### src/design/ifmt_pkg.sv
package ifmt_pkg;

  // Field geometry
  localparam int MAX_FIELD   = 40;
  localparam int DIGIT_SLOTS = 22;
  localparam int VALUE_W     = 64;
  localparam int CNT_W       = $clog2(MAX_FIELD + 1);
  localparam int PLACE_W     = $clog2(DIGIT_SLOTS + 1);
  localparam int BIT_W       = $clog2(VALUE_W);
  localparam int CALC_W      = ((CNT_W > PLACE_W) ? CNT_W : PLACE_W) + 2;

  // Flag bit positions
  localparam int FL_LEFT     = 0;
  localparam int FL_PLUS     = 1;
  localparam int FL_SPACE    = 2;
  localparam int FL_ZERO     = 3;
  localparam int FL_UNSIGNED = 4;
  localparam int FL_UPPER    = 5;

  // Base selector codes; any other code means hexadecimal
  localparam logic [1:0] BASE_OCT = 2'd0;
  localparam logic [1:0] BASE_DEC = 2'd1;

  // ASCII characters
  localparam logic [7:0] CH_MINUS   = 8'h2D;
  localparam logic [7:0] CH_PLUS    = 8'h2B;
  localparam logic [7:0] CH_ZERO    = 8'h30;
  localparam logic [7:0] CH_SPACE   = 8'h20;
  localparam logic [7:0] CH_UPPER_A = 8'h41;
  localparam logic [7:0] CH_LOWER_A = 8'h61;

  typedef enum logic [1:0] {
    RADIX_OCT,
    RADIX_DEC,
    RADIX_HEX
  } radix_e;

  typedef enum logic [2:0] {
    ST_IDLE,
    ST_CONV,
    ST_SCAN,
    ST_SPAD,
    ST_SIGN,
    ST_ZPAD,
    ST_DIGIT,
    ST_LPAD
  } state_e;

  typedef struct packed {
    logic signed [VALUE_W-1:0] value;
    logic [1:0]                base_select;
    logic [5:0]                min_width;
    logic [5:0]                precision;
    logic [5:0]                format_flags;
  } item_t;

  typedef struct packed {
    logic [7:0] out_char;
    logic       last_char;
  } char_t;

  // Controls for the digit shift register
  typedef struct packed {
    logic   load;
    logic   conv;
    logic   shift;
    radix_e radix;
  } dig_ctrl_t;

  // One digit value to its ASCII character
  function automatic logic [7:0] digit_char(logic [3:0] d, logic upper);
    logic [7:0] alpha;
    alpha = upper ? CH_UPPER_A : CH_LOWER_A;
    if (d < 4'd10) begin
      return CH_ZERO + {4'b0000, d};
    end
    return alpha + {4'b0000, d} - 8'd10;
  endfunction

endpackage

### src/design/ifmt_digits.sv
module ifmt_digits (
  input  logic                               clk_i,
  input  ifmt_pkg::dig_ctrl_t                ctrl_i,
  input  logic [ifmt_pkg::VALUE_W-1:0]       mag_i,
  output logic [3:0]                         top_digit_o,
  output logic                               top_zero_o
);
  import ifmt_pkg::*;

  logic [VALUE_W-1:0] mag_q;
  logic [3:0]         slot_q [DIGIT_SLOTS];
  logic [3:0]         slot_conv [DIGIT_SLOTS];
  logic [2:0]         keep [DIGIT_SLOTS];
  logic               cout [DIGIT_SLOTS];
  logic [3:0]         adj [DIGIT_SLOTS];

  // Per-slot step: each slot takes one bit from below and passes its top bit up.
  // Decimal slots add three at five or more (shift-and-add-3 conversion).
  always_comb begin
    for (int k = 0; k < DIGIT_SLOTS; k++) begin
      adj[k] = (slot_q[k] >= 4'd5) ? slot_q[k] + 4'd3 : slot_q[k];
      case (ctrl_i.radix)
        RADIX_OCT: begin
          cout[k] = slot_q[k][2];
          keep[k] = {1'b0, slot_q[k][1:0]};
        end
        RADIX_DEC: begin
          cout[k] = adj[k][3];
          keep[k] = adj[k][2:0];
        end
        default: begin
          cout[k] = slot_q[k][3];
          keep[k] = slot_q[k][2:0];
        end
      endcase
    end
    // Bottom slot takes the next magnitude bit, the others the carry from below
    slot_conv[0] = {keep[0], mag_q[VALUE_W-1]};
    for (int k = 1; k < DIGIT_SLOTS; k++) begin
      slot_conv[k] = {keep[k], cout[k-1]};
    end
  end

  // Magnitude shifts out MSB first; digits shift up one slot on output
  always_ff @(posedge clk_i) begin
    if (ctrl_i.load) begin
      mag_q <= mag_i;
      for (int k = 0; k < DIGIT_SLOTS; k++) slot_q[k] <= 4'd0;
    end else if (ctrl_i.conv) begin
      mag_q <= {mag_q[VALUE_W-2:0], 1'b0};
      for (int k = 0; k < DIGIT_SLOTS; k++) slot_q[k] <= slot_conv[k];
    end else if (ctrl_i.shift) begin
      for (int k = DIGIT_SLOTS - 1; k > 0; k--) slot_q[k] <= slot_q[k-1];
      slot_q[0] <= 4'd0;
    end
  end

  assign top_digit_o = slot_q[DIGIT_SLOTS-1];
  assign top_zero_o  = (slot_q[DIGIT_SLOTS-1] == 4'd0);

endmodule

### src/design/ifmt_seq.sv
module ifmt_seq (
  input  logic                         clk_i,
  input  logic                         rst_ni,
  input  logic                         in_valid_i,
  output logic                         in_stall_o,
  input  ifmt_pkg::item_t              in_i,
  output logic                         out_valid_o,
  input  logic                         out_stall_i,
  output ifmt_pkg::char_t              out_o,
  output ifmt_pkg::dig_ctrl_t          dig_ctrl_o,
  output logic [ifmt_pkg::VALUE_W-1:0] mag_o,
  input  logic [3:0]                   top_digit_i,
  input  logic                         top_zero_i
);
  import ifmt_pkg::*;

  state_e             state_q, state_d;
  radix_e             radix_q, radix_d;
  logic [BIT_W-1:0]   bit_q, bit_d;
  logic [PLACE_W-1:0] place_q, place_d;
  logic [CNT_W-1:0]   width_q, width_d;
  logic [CNT_W-1:0]   prec_q, prec_d;
  logic [CNT_W-1:0]   spad_q, spad_d;
  logic [CNT_W-1:0]   zpad_q, zpad_d;
  logic [CNT_W-1:0]   lpad_q, lpad_d;
  logic [5:0]         flags_q, flags_d;
  logic               has_sign_q, has_sign_d;
  logic [7:0]         sign_ch_q, sign_ch_d;
  logic               out_valid_q, out_valid_d;
  char_t              out_q, out_d;

  logic               accept;
  logic               slot_free;
  logic               negative;
  logic [CALC_W-1:0]  c_place, c_prec, c_width, c_wide, c_used, c_zp, c_sp;

  assign accept    = in_valid_i && (state_q == ST_IDLE);
  assign slot_free = !out_valid_q || !out_stall_i;
  assign negative  = !in_i.format_flags[FL_UNSIGNED] && in_i.value[VALUE_W-1];
  assign mag_o     = negative ? (VALUE_W'(0) - $unsigned(in_i.value)) : $unsigned(in_i.value);

  // Pad lengths from the significant digit count
  always_comb begin
    c_place = CALC_W'(place_q);
    c_prec  = CALC_W'(prec_q);
    c_width = CALC_W'(width_q);
    c_zp    = (c_prec > c_place) ? c_prec - c_place : '0;
    c_wide  = (c_prec > c_place) ? c_prec : c_place;
    c_used  = c_wide + CALC_W'(has_sign_q);
    c_sp    = (c_width > c_used) ? c_width - c_used : '0;
  end

  // Next state and outputs
  always_comb begin
    state_d     = state_q;
    radix_d     = radix_q;
    bit_d       = bit_q;
    place_d     = place_q;
    width_d     = width_q;
    prec_d      = prec_q;
    spad_d      = spad_q;
    zpad_d      = zpad_q;
    lpad_d      = lpad_q;
    flags_d     = flags_q;
    has_sign_d  = has_sign_q;
    sign_ch_d   = sign_ch_q;
    out_valid_d = out_valid_q && out_stall_i;
    out_d       = out_q;
    dig_ctrl_o  = '{load: 1'b0, conv: 1'b0, shift: 1'b0, radix: radix_q};

    case (state_q)
      ST_IDLE: begin
        if (accept) begin
          dig_ctrl_o.load = 1'b1;
          case (in_i.base_select)
            BASE_OCT: radix_d = RADIX_OCT;
            BASE_DEC: radix_d = RADIX_DEC;
            default:  radix_d = RADIX_HEX;
          endcase
          width_d = ({1'b0, in_i.min_width} > 7'(MAX_FIELD)) ?
                    CNT_W'(MAX_FIELD) : in_i.min_width[CNT_W-1:0];
          prec_d  = ({1'b0, in_i.precision} > 7'(MAX_FIELD)) ?
                    CNT_W'(MAX_FIELD) : in_i.precision[CNT_W-1:0];
          flags_d = in_i.format_flags;
          bit_d   = '0;
          if (in_i.format_flags[FL_UNSIGNED]) begin
            has_sign_d = 1'b0;
            sign_ch_d  = CH_SPACE;
          end else if (negative) begin
            has_sign_d = 1'b1;
            sign_ch_d  = CH_MINUS;
          end else if (in_i.format_flags[FL_PLUS]) begin
            has_sign_d = 1'b1;
            sign_ch_d  = CH_PLUS;
          end else begin
            has_sign_d = in_i.format_flags[FL_SPACE];
            sign_ch_d  = CH_SPACE;
          end
          state_d = ST_CONV;
        end
      end

      // One magnitude bit per cycle into the digit register
      ST_CONV: begin
        dig_ctrl_o.conv = 1'b1;
        bit_d = bit_q + BIT_W'(1);
        if (bit_q == BIT_W'(VALUE_W - 1)) begin
          place_d = PLACE_W'(DIGIT_SLOTS);
          state_d = ST_SCAN;
        end
      end

      // Drop leading zero digits, keeping at least one
      ST_SCAN: begin
        if (top_zero_i && (place_q > PLACE_W'(1))) begin
          dig_ctrl_o.shift = 1'b1;
          place_d = place_q - PLACE_W'(1);
        end else begin
          zpad_d = CNT_W'(c_zp);
          spad_d = CNT_W'(c_sp);
          lpad_d = '0;
          if (flags_q[FL_LEFT]) begin
            lpad_d = CNT_W'(c_sp);
            spad_d = '0;
          end else if (flags_q[FL_ZERO]) begin
            zpad_d = (c_sp > c_zp) ? CNT_W'(c_sp) : CNT_W'(c_zp);
            spad_d = '0;
          end
          state_d = ST_SPAD;
        end
      end

      ST_SPAD: begin
        if (spad_q == '0) begin
          state_d = ST_SIGN;
        end else if (slot_free) begin
          out_valid_d = 1'b1;
          out_d       = '{out_char: CH_SPACE, last_char: 1'b0};
          spad_d      = spad_q - CNT_W'(1);
        end
      end

      ST_SIGN: begin
        if (!has_sign_q) begin
          state_d = ST_ZPAD;
        end else if (slot_free) begin
          out_valid_d = 1'b1;
          out_d       = '{out_char: sign_ch_q, last_char: 1'b0};
          state_d     = ST_ZPAD;
        end
      end

      ST_ZPAD: begin
        if (zpad_q == '0) begin
          state_d = ST_DIGIT;
        end else if (slot_free) begin
          out_valid_d = 1'b1;
          out_d       = '{out_char: CH_ZERO, last_char: 1'b0};
          zpad_d      = zpad_q - CNT_W'(1);
        end
      end

      // Most significant digit sits in the top slot
      ST_DIGIT: begin
        if (slot_free) begin
          out_valid_d      = 1'b1;
          out_d.out_char   = digit_char(top_digit_i, flags_q[FL_UPPER]);
          out_d.last_char  = (place_q == PLACE_W'(1)) && (lpad_q == '0);
          dig_ctrl_o.shift = 1'b1;
          place_d          = place_q - PLACE_W'(1);
          if (place_q == PLACE_W'(1)) begin
            state_d = (lpad_q == '0) ? ST_IDLE : ST_LPAD;
          end
        end
      end

      ST_LPAD: begin
        if (slot_free) begin
          out_valid_d = 1'b1;
          out_d       = '{out_char: CH_SPACE, last_char: (lpad_q == CNT_W'(1))};
          lpad_d      = lpad_q - CNT_W'(1);
          if (lpad_q == CNT_W'(1)) begin
            state_d = ST_IDLE;
          end
        end
      end

      default: begin
        state_d = ST_IDLE;
      end
    endcase
  end

  // Control state
  always_ff @(posedge clk_i or negedge rst_ni) begin
    if (!rst_ni) begin
      state_q     <= ST_IDLE;
      out_valid_q <= 1'b0;
    end else begin
      state_q     <= state_d;
      out_valid_q <= out_valid_d;
    end
  end

  // Item context and output register
  always_ff @(posedge clk_i) begin
    radix_q    <= radix_d;
    bit_q      <= bit_d;
    place_q    <= place_d;
    width_q    <= width_d;
    prec_q     <= prec_d;
    spad_q     <= spad_d;
    zpad_q     <= zpad_d;
    lpad_q     <= lpad_d;
    flags_q    <= flags_d;
    has_sign_q <= has_sign_d;
    sign_ch_q  <= sign_ch_d;
    out_q      <= out_d;
  end

  assign in_stall_o  = (state_q != ST_IDLE);
  assign out_valid_o = out_valid_q;
  assign out_o       = out_q;

endmodule

### src/design/integer_field_formatter.sv
// printf-style integer formatter. Each transaction carries a 64-bit value, a radix
// (octal, decimal, hex), a minimum width and precision (both saturating at 40) and
// flags; the block returns the formatted field one ASCII character per output
// transaction, with last_char set on the final one. Conversion is bit-serial: the
// magnitude is shifted MSB first into a 22-slot digit register (shift-and-add-3 for
// decimal), then leading zero digits are stripped, keeping at least one, and the
// pad counts are settled. The characters then leave in order: space padding, sign,
// zero padding, digits and, for a left-justified field, trailing space padding. The
// next item is accepted once the last character of the previous one sits in the
// output register.
module integer_field_formatter (
  input  logic              clk_i,
  input  logic              rst_ni,
  input  logic              in_valid_i,
  output logic              in_stall_o,
  input  ifmt_pkg::item_t   in_i,
  output logic              out_valid_o,
  input  logic              out_stall_i,
  output ifmt_pkg::char_t   out_o
);
  import ifmt_pkg::*;

  dig_ctrl_t          dig_ctrl;
  logic [VALUE_W-1:0] mag;
  logic [3:0]         top_digit;
  logic               top_zero;

  // Sequencer: sign, padding counts, character output
  ifmt_seq u_seq (
    .clk_i       (clk_i),
    .rst_ni      (rst_ni),
    .in_valid_i  (in_valid_i),
    .in_stall_o  (in_stall_o),
    .in_i        (in_i),
    .out_valid_o (out_valid_o),
    .out_stall_i (out_stall_i),
    .out_o       (out_o),
    .dig_ctrl_o  (dig_ctrl),
    .mag_o       (mag),
    .top_digit_i (top_digit),
    .top_zero_i  (top_zero)
  );

  // Bit-serial radix conversion and digit shift register
  ifmt_digits u_digits (
    .clk_i       (clk_i),
    .ctrl_i      (dig_ctrl),
    .mag_i       (mag),
    .top_digit_o (top_digit),
    .top_zero_o  (top_zero)
  );

endmodule
### config.mk
export PLATFORM = sky130hd
export DESIGN_NAME = integer_field_formatter
export DESIGN_NICKNAME = d
export VERILOG_FILES = /design/src/design/ifmt_pkg.sv /design/src/design/ifmt_digits.sv /design/src/design/ifmt_seq.sv /design/src/design/integer_field_formatter.sv
export SDC_FILE = /design/constraint.sdc
export NUM_CORES = 1
export LEC_CHECK = 0
export BUFFER_PORTS_ARGS = -buffer_cell sky130_fd_sc_hd__buf_4
export CORE_MARGIN = 3
export CORE_UTILIZATION = 60
export CTS_CLUSTER_DIAMETER = 50
export DETAILED_ROUTE_END_ITERATION = 12
export PLACE_DENSITY = 0.79
export REMOVE_ABC_BUFFERS = 1
export SYNTH_ARGS = -nofsm -noshare
export SYNTH_HDL_FRONTEND = slang
export SYNTH_SLANG_ARGS = --single-unit
### constraint.sdc
create_clock -name clk_i -period 10.5 [get_ports clk_i]
set_clock_uncertainty 0.1 [all_clocks]
set_input_delay 0.525 -clock clk_i [delete_from_list [all_inputs] [get_ports clk_i]]
set_output_delay 0.525 -clock clk_i [all_outputs]
set_load 0.005 [all_outputs]
==> metrics.md <==
| Metric | Value |
|---|---|
| Grt met3 use | under 10% |
| H-tree Lvls | 1 |
| Clock buffer depth | 3 |
| Critical path fanouts, max | 15 |
| Avg Inst Size Synth | roughly 9.4 µm² |
| Clock-pin transition on the worst setup and hold timing paths | 0.06 ns |
| # rows | 55 |
| GRT Max-Usage Layer | met2 |
| DRT Wirelength | between 30,000 and 40,000 µm |
| Slew margin rel. | between 20% and 30% |
| Multi-input logic area | just over 0.007 mm² |
| Post-route DRC | 0 |
| Final setup vio count | 0 |
| Int Power | between 2 and 2.5 mW |
| Sw frac | a little over a third |
| VDD IR max | 115.5 µV |
| Routed Antenna Nets | 0 |
| Crit path DAT | 6.77 ns |
| Synth area leaders | edfxtp_1, ha_1, xnor2_1 |
| Status | completed |
| DIE AREA | 0.02575 mm² |
| First-pass GRT wire length | 55,080 µm |
| Share of the synthesized area in the top cell type | roughly 44% |
| GR met2 Demand/Resource | between 40% and 50% |
| Clock net sink count | approximately 210 |
| Clk_lat worst skew | between 0.5 and 0.6 ns |
| Placed instance area | ~0.015 mm² |
| Chip height | around 160 µm |
| Net Sw Power | 1.204 mW |
| Final Instance Area | ~0.016 mm² |
| Synth Area in Compound Gates | 19.87% |
| Detailed Routing Iterations Pass 1 | 8 |
| Yosys warnings | 0 |
| Seq cells post-synth | roughly 210 |
| Top cell type by total area after synthesis | edfxtp_1 |
| Final worst path period share | a little over three fifths |
| ANT cells | 0 |
| Post-Syn Instances | 1,525 |
| RSZ-0062 raised after global routing | no |
| Crit-path max cell delay | ~0.80 ns |
| Seq/Total Area, Yosys | 44.74% |
| I/O pin count | between 90 and 100 |
| Most common flop cell mapped by yosys | edfxtp_1 |
| Worst-Margin Slew | 1.090 ns |
| Critical path's slowest cell | a21oi_1 |
| Post-Synth Simple-Gate Area | between 10% and 20% |
| Post-DR vias/cell | between 6 and 7 |
| Initial DRC Count | roughly 1,100 |
| Total Negative Setup Slacks | 0 ns |
| Buffers on Ports | 97 |
| GP Congestion | slightly below 0.9 |
| Mux cell area share after synthesis | 0.3495% |
| F_max | 0.1517 GHz |
| Share of cells above drive strength 1 | ~11% |
| Fillers | 1,701 |
| Sequential share of power | roughly 40% |
| DR WL/cell | around 17 µm |
| Hold Fails Final Rpt | 0 |
| GRT overflow | 0 |
| Combinational share of power | between 30% and 40% |
| CP Launch Type | flip-flop |
| NumNets Final | around 1,700 |
| Met1 global-route usage | around a third |
| Number of flops mapped to enable cells by yosys | 210 |
| Largest net degree at the start of global routing | between 100 and 150 |
| Total power | ~3.5 mW |
| Min-delay worst type | input pin to flip-flop |
| CP Capture Type | flip-flop |
| Largest family of logic cells by synthesized area | compound AO/OA/AOI/OAI gates |
| Clk pwr share | 29.5% |
| WS Path Type | flip-flop to flip-flop |
| Register Area | around 0.0064 mm² |
| Fin. max-slew vios | 0 |
| XOR/XNOR share of the synthesized area | 6.973% |
| Detailed placement HPWL | 21,670 µm |
| CP required | about 11 ns |
| Number of CTS-inserted buffers | 28 |
| PD cells | 213.2 mW/mm² |
| Synth cell types | 64 |
| Synth Area in Adders | between 6 and 7% |
| Most frequent CP cell | ha_1 |
| Initial antenna violation count | 0 |
| Syn-to-layout area delta | 13.43% |
| Mapped Area | roughly 0.014 mm² |
| Number of global-route vias before repair | approximately 11,000 |
| Ys async rst share | 1.869% |
| CTS tree | built |
| Largest delay share family, worst path | compound AO/OA/AOI/OAI gates |
| All-layer global routing usage | between 20 and 30% |
| Core area | approximately 0.023 mm² |
| Tmin final | between 6 and 7 ns |
| Worst path buffer plus inverter count | 1 |
| Initial Utilization | slightly above 60% |
| CTS Root Cell | clkbuf_16 |
| MaxCap Viol Count | 0 |
| Vias | approximately 12,000 |
| Non-filler instance count after layout | between 1,500 and 2,000 |
| P_leak | between 6 and 7 nW |
| Number of placed instances with taps included | 1,868 |
| DIE WIDTH | 160.5 µm |
==> power groups by stage <==
stage               Combinational, mW  Sequential (mW)  Clock, mW
global route                     1.19             1.40       1.07
detailed placement               1.04             1.39          0
CTS                              1.06             1.37       1.04
floorplan                       0.748             1.36          0
global placement                 1.01             1.38          0
finish                           1.06             1.38       1.02
==> worst reg2reg max path, delay by kind of cell (launching register included) <==
kind | cells | cell delay, ns
buffers and inverters | 1 | 0.10
AOI/OAI and AO/OA | 11 | 2.35
and+or+nand+nor | 8 | 1.60
xor gates and xnor gates | 1 | 0.15
DFF | 1 | 0.50
adders and majority gates | 5 | 1.55
==> registers in the layout, indices dropped and copies added (netlist names) <==
name               flops
u_digits.mag_q        64
u_seq.has_sign_q       1
u_seq.place_q          5
u_seq.lpad_q           6
u_seq.width_q          6
u_seq.out_o            8
u_seq.prec_q           6
u_seq.flags_q          3
u_seq.sign_ch_q        3
u_seq.bit_q            6
u_digits.slot_q       88
u_seq.out_valid_o      1
u_seq.zpad_q           6
u_seq.spad_q           6
u_seq.state_q          3
u_seq.radix_q          2
==> stage by stage <==
stage | worst slack (ns) | utilization, % | hold WS [ns]
after detailed placement | 4.081 | 66.04 | 0.2254
after CTS | 3.974 | 70.45 | 0.04469
final | 3.907 | 70.45 | 0.06224
after global placement | 4.387 | 66.04 | 0.2239
after floorplan | 3.759 | - | 0.1294
after global routing | 3.273 | 70.45 | 0.04500
==> Yosys cell counts (22+ instances only) <==
cell type and number:
inv_1 84, nor3_1 29, o22ai_1 49, nand2_1 183
nor2_1 128, nand3_1 31, o21ai_0 152, edfxtp_1 210
a21o_1 34, nor4b_1 22, clkbuf_1 66, nand2b_1 26
xor2_1 26, a22oi_1 26, xnor2_1 88, ha_1 73
a21oi_1 75
==> final cells by class <==
class / count / area share (%)
clock buffer: 31 / 4.514
clock inverter: 21 / 1.695
inverter: 85 / 1.964
multi-input combinational: 1144 / 44.73
sequential: 214 / 39.44
tap: 313 / 2.411
timing repair buffer: 113 / 5.238
==> repair_timing <==
action	in CTS	in global routing
endpoints found under the hold margin	4	0
buffers inserted	0	0
hold buffers	1	0
resized for setup	0	0
==> cells in the final DEF (no fill, tap or decap), drive strengths merged, types with 30 or more instances in the layout <==
| cell | netlist | final |
|---|---|---|
| ha | 73 | 73 |
| nor2 | 128 | 128 |
| nor3 | 30 | 30 |
| o21ai | 165 | 165 |
| inv | 84 | 88 |
| edfxtp | 210 | 210 |
| nand2 | 183 | 183 |
| nand3 | 31 | 31 |
| clkbuf | 67 | 31 |
| xnor2 | 88 | 88 |
| a21o | 34 | 34 |
| buf | 13 | 112 |
| o22ai | 49 | 49 |
| a21oi | 75 | 75 |
==> routing by layer <==
| layer | wire (µm) | vias up |
|---|---|---|
| met5 | 0 | - |
| met4 | 501 | 0 |
| met3 | 2286 | 46 |
| met2 | 16080 | 465 |
| met1 | 14310 | 5592 |
| li1 | - | 5738 |
==> kinds of logic after synthesis <==
logic type | after synthesis
DFF | 214
and+or+nand+nor | 491
xor gates and xnor gates | 114
buffers and inverters | 168
muxes | 5
adders and majority gates | 75
AOI/OAI and AO/OA | 457
other | 1
==> final timing paths <==
kind	endpoint	slack, ns	cells after the start	from
worst max-delay path	u_seq.zpad_q[4]	3.91	26	u_seq.place_q[2]
worst min-delay path	u_seq.flags_q[5]	0.06	1	in_i[5]
worst max register to register	u_seq.zpad_q[4]	3.91	26	u_seq.place_q[2]
worst min register to register	u_digits.mag_q[47]	0.42	2	u_digits.mag_q[46]
max in group asynchronous	u_seq.state_q[0]	9.96	2	rst_ni
min in group asynchronous	u_seq.state_q[1]	0.22	2	rst_ni
No activity file was read; power rests on OpenSTA's default activity.
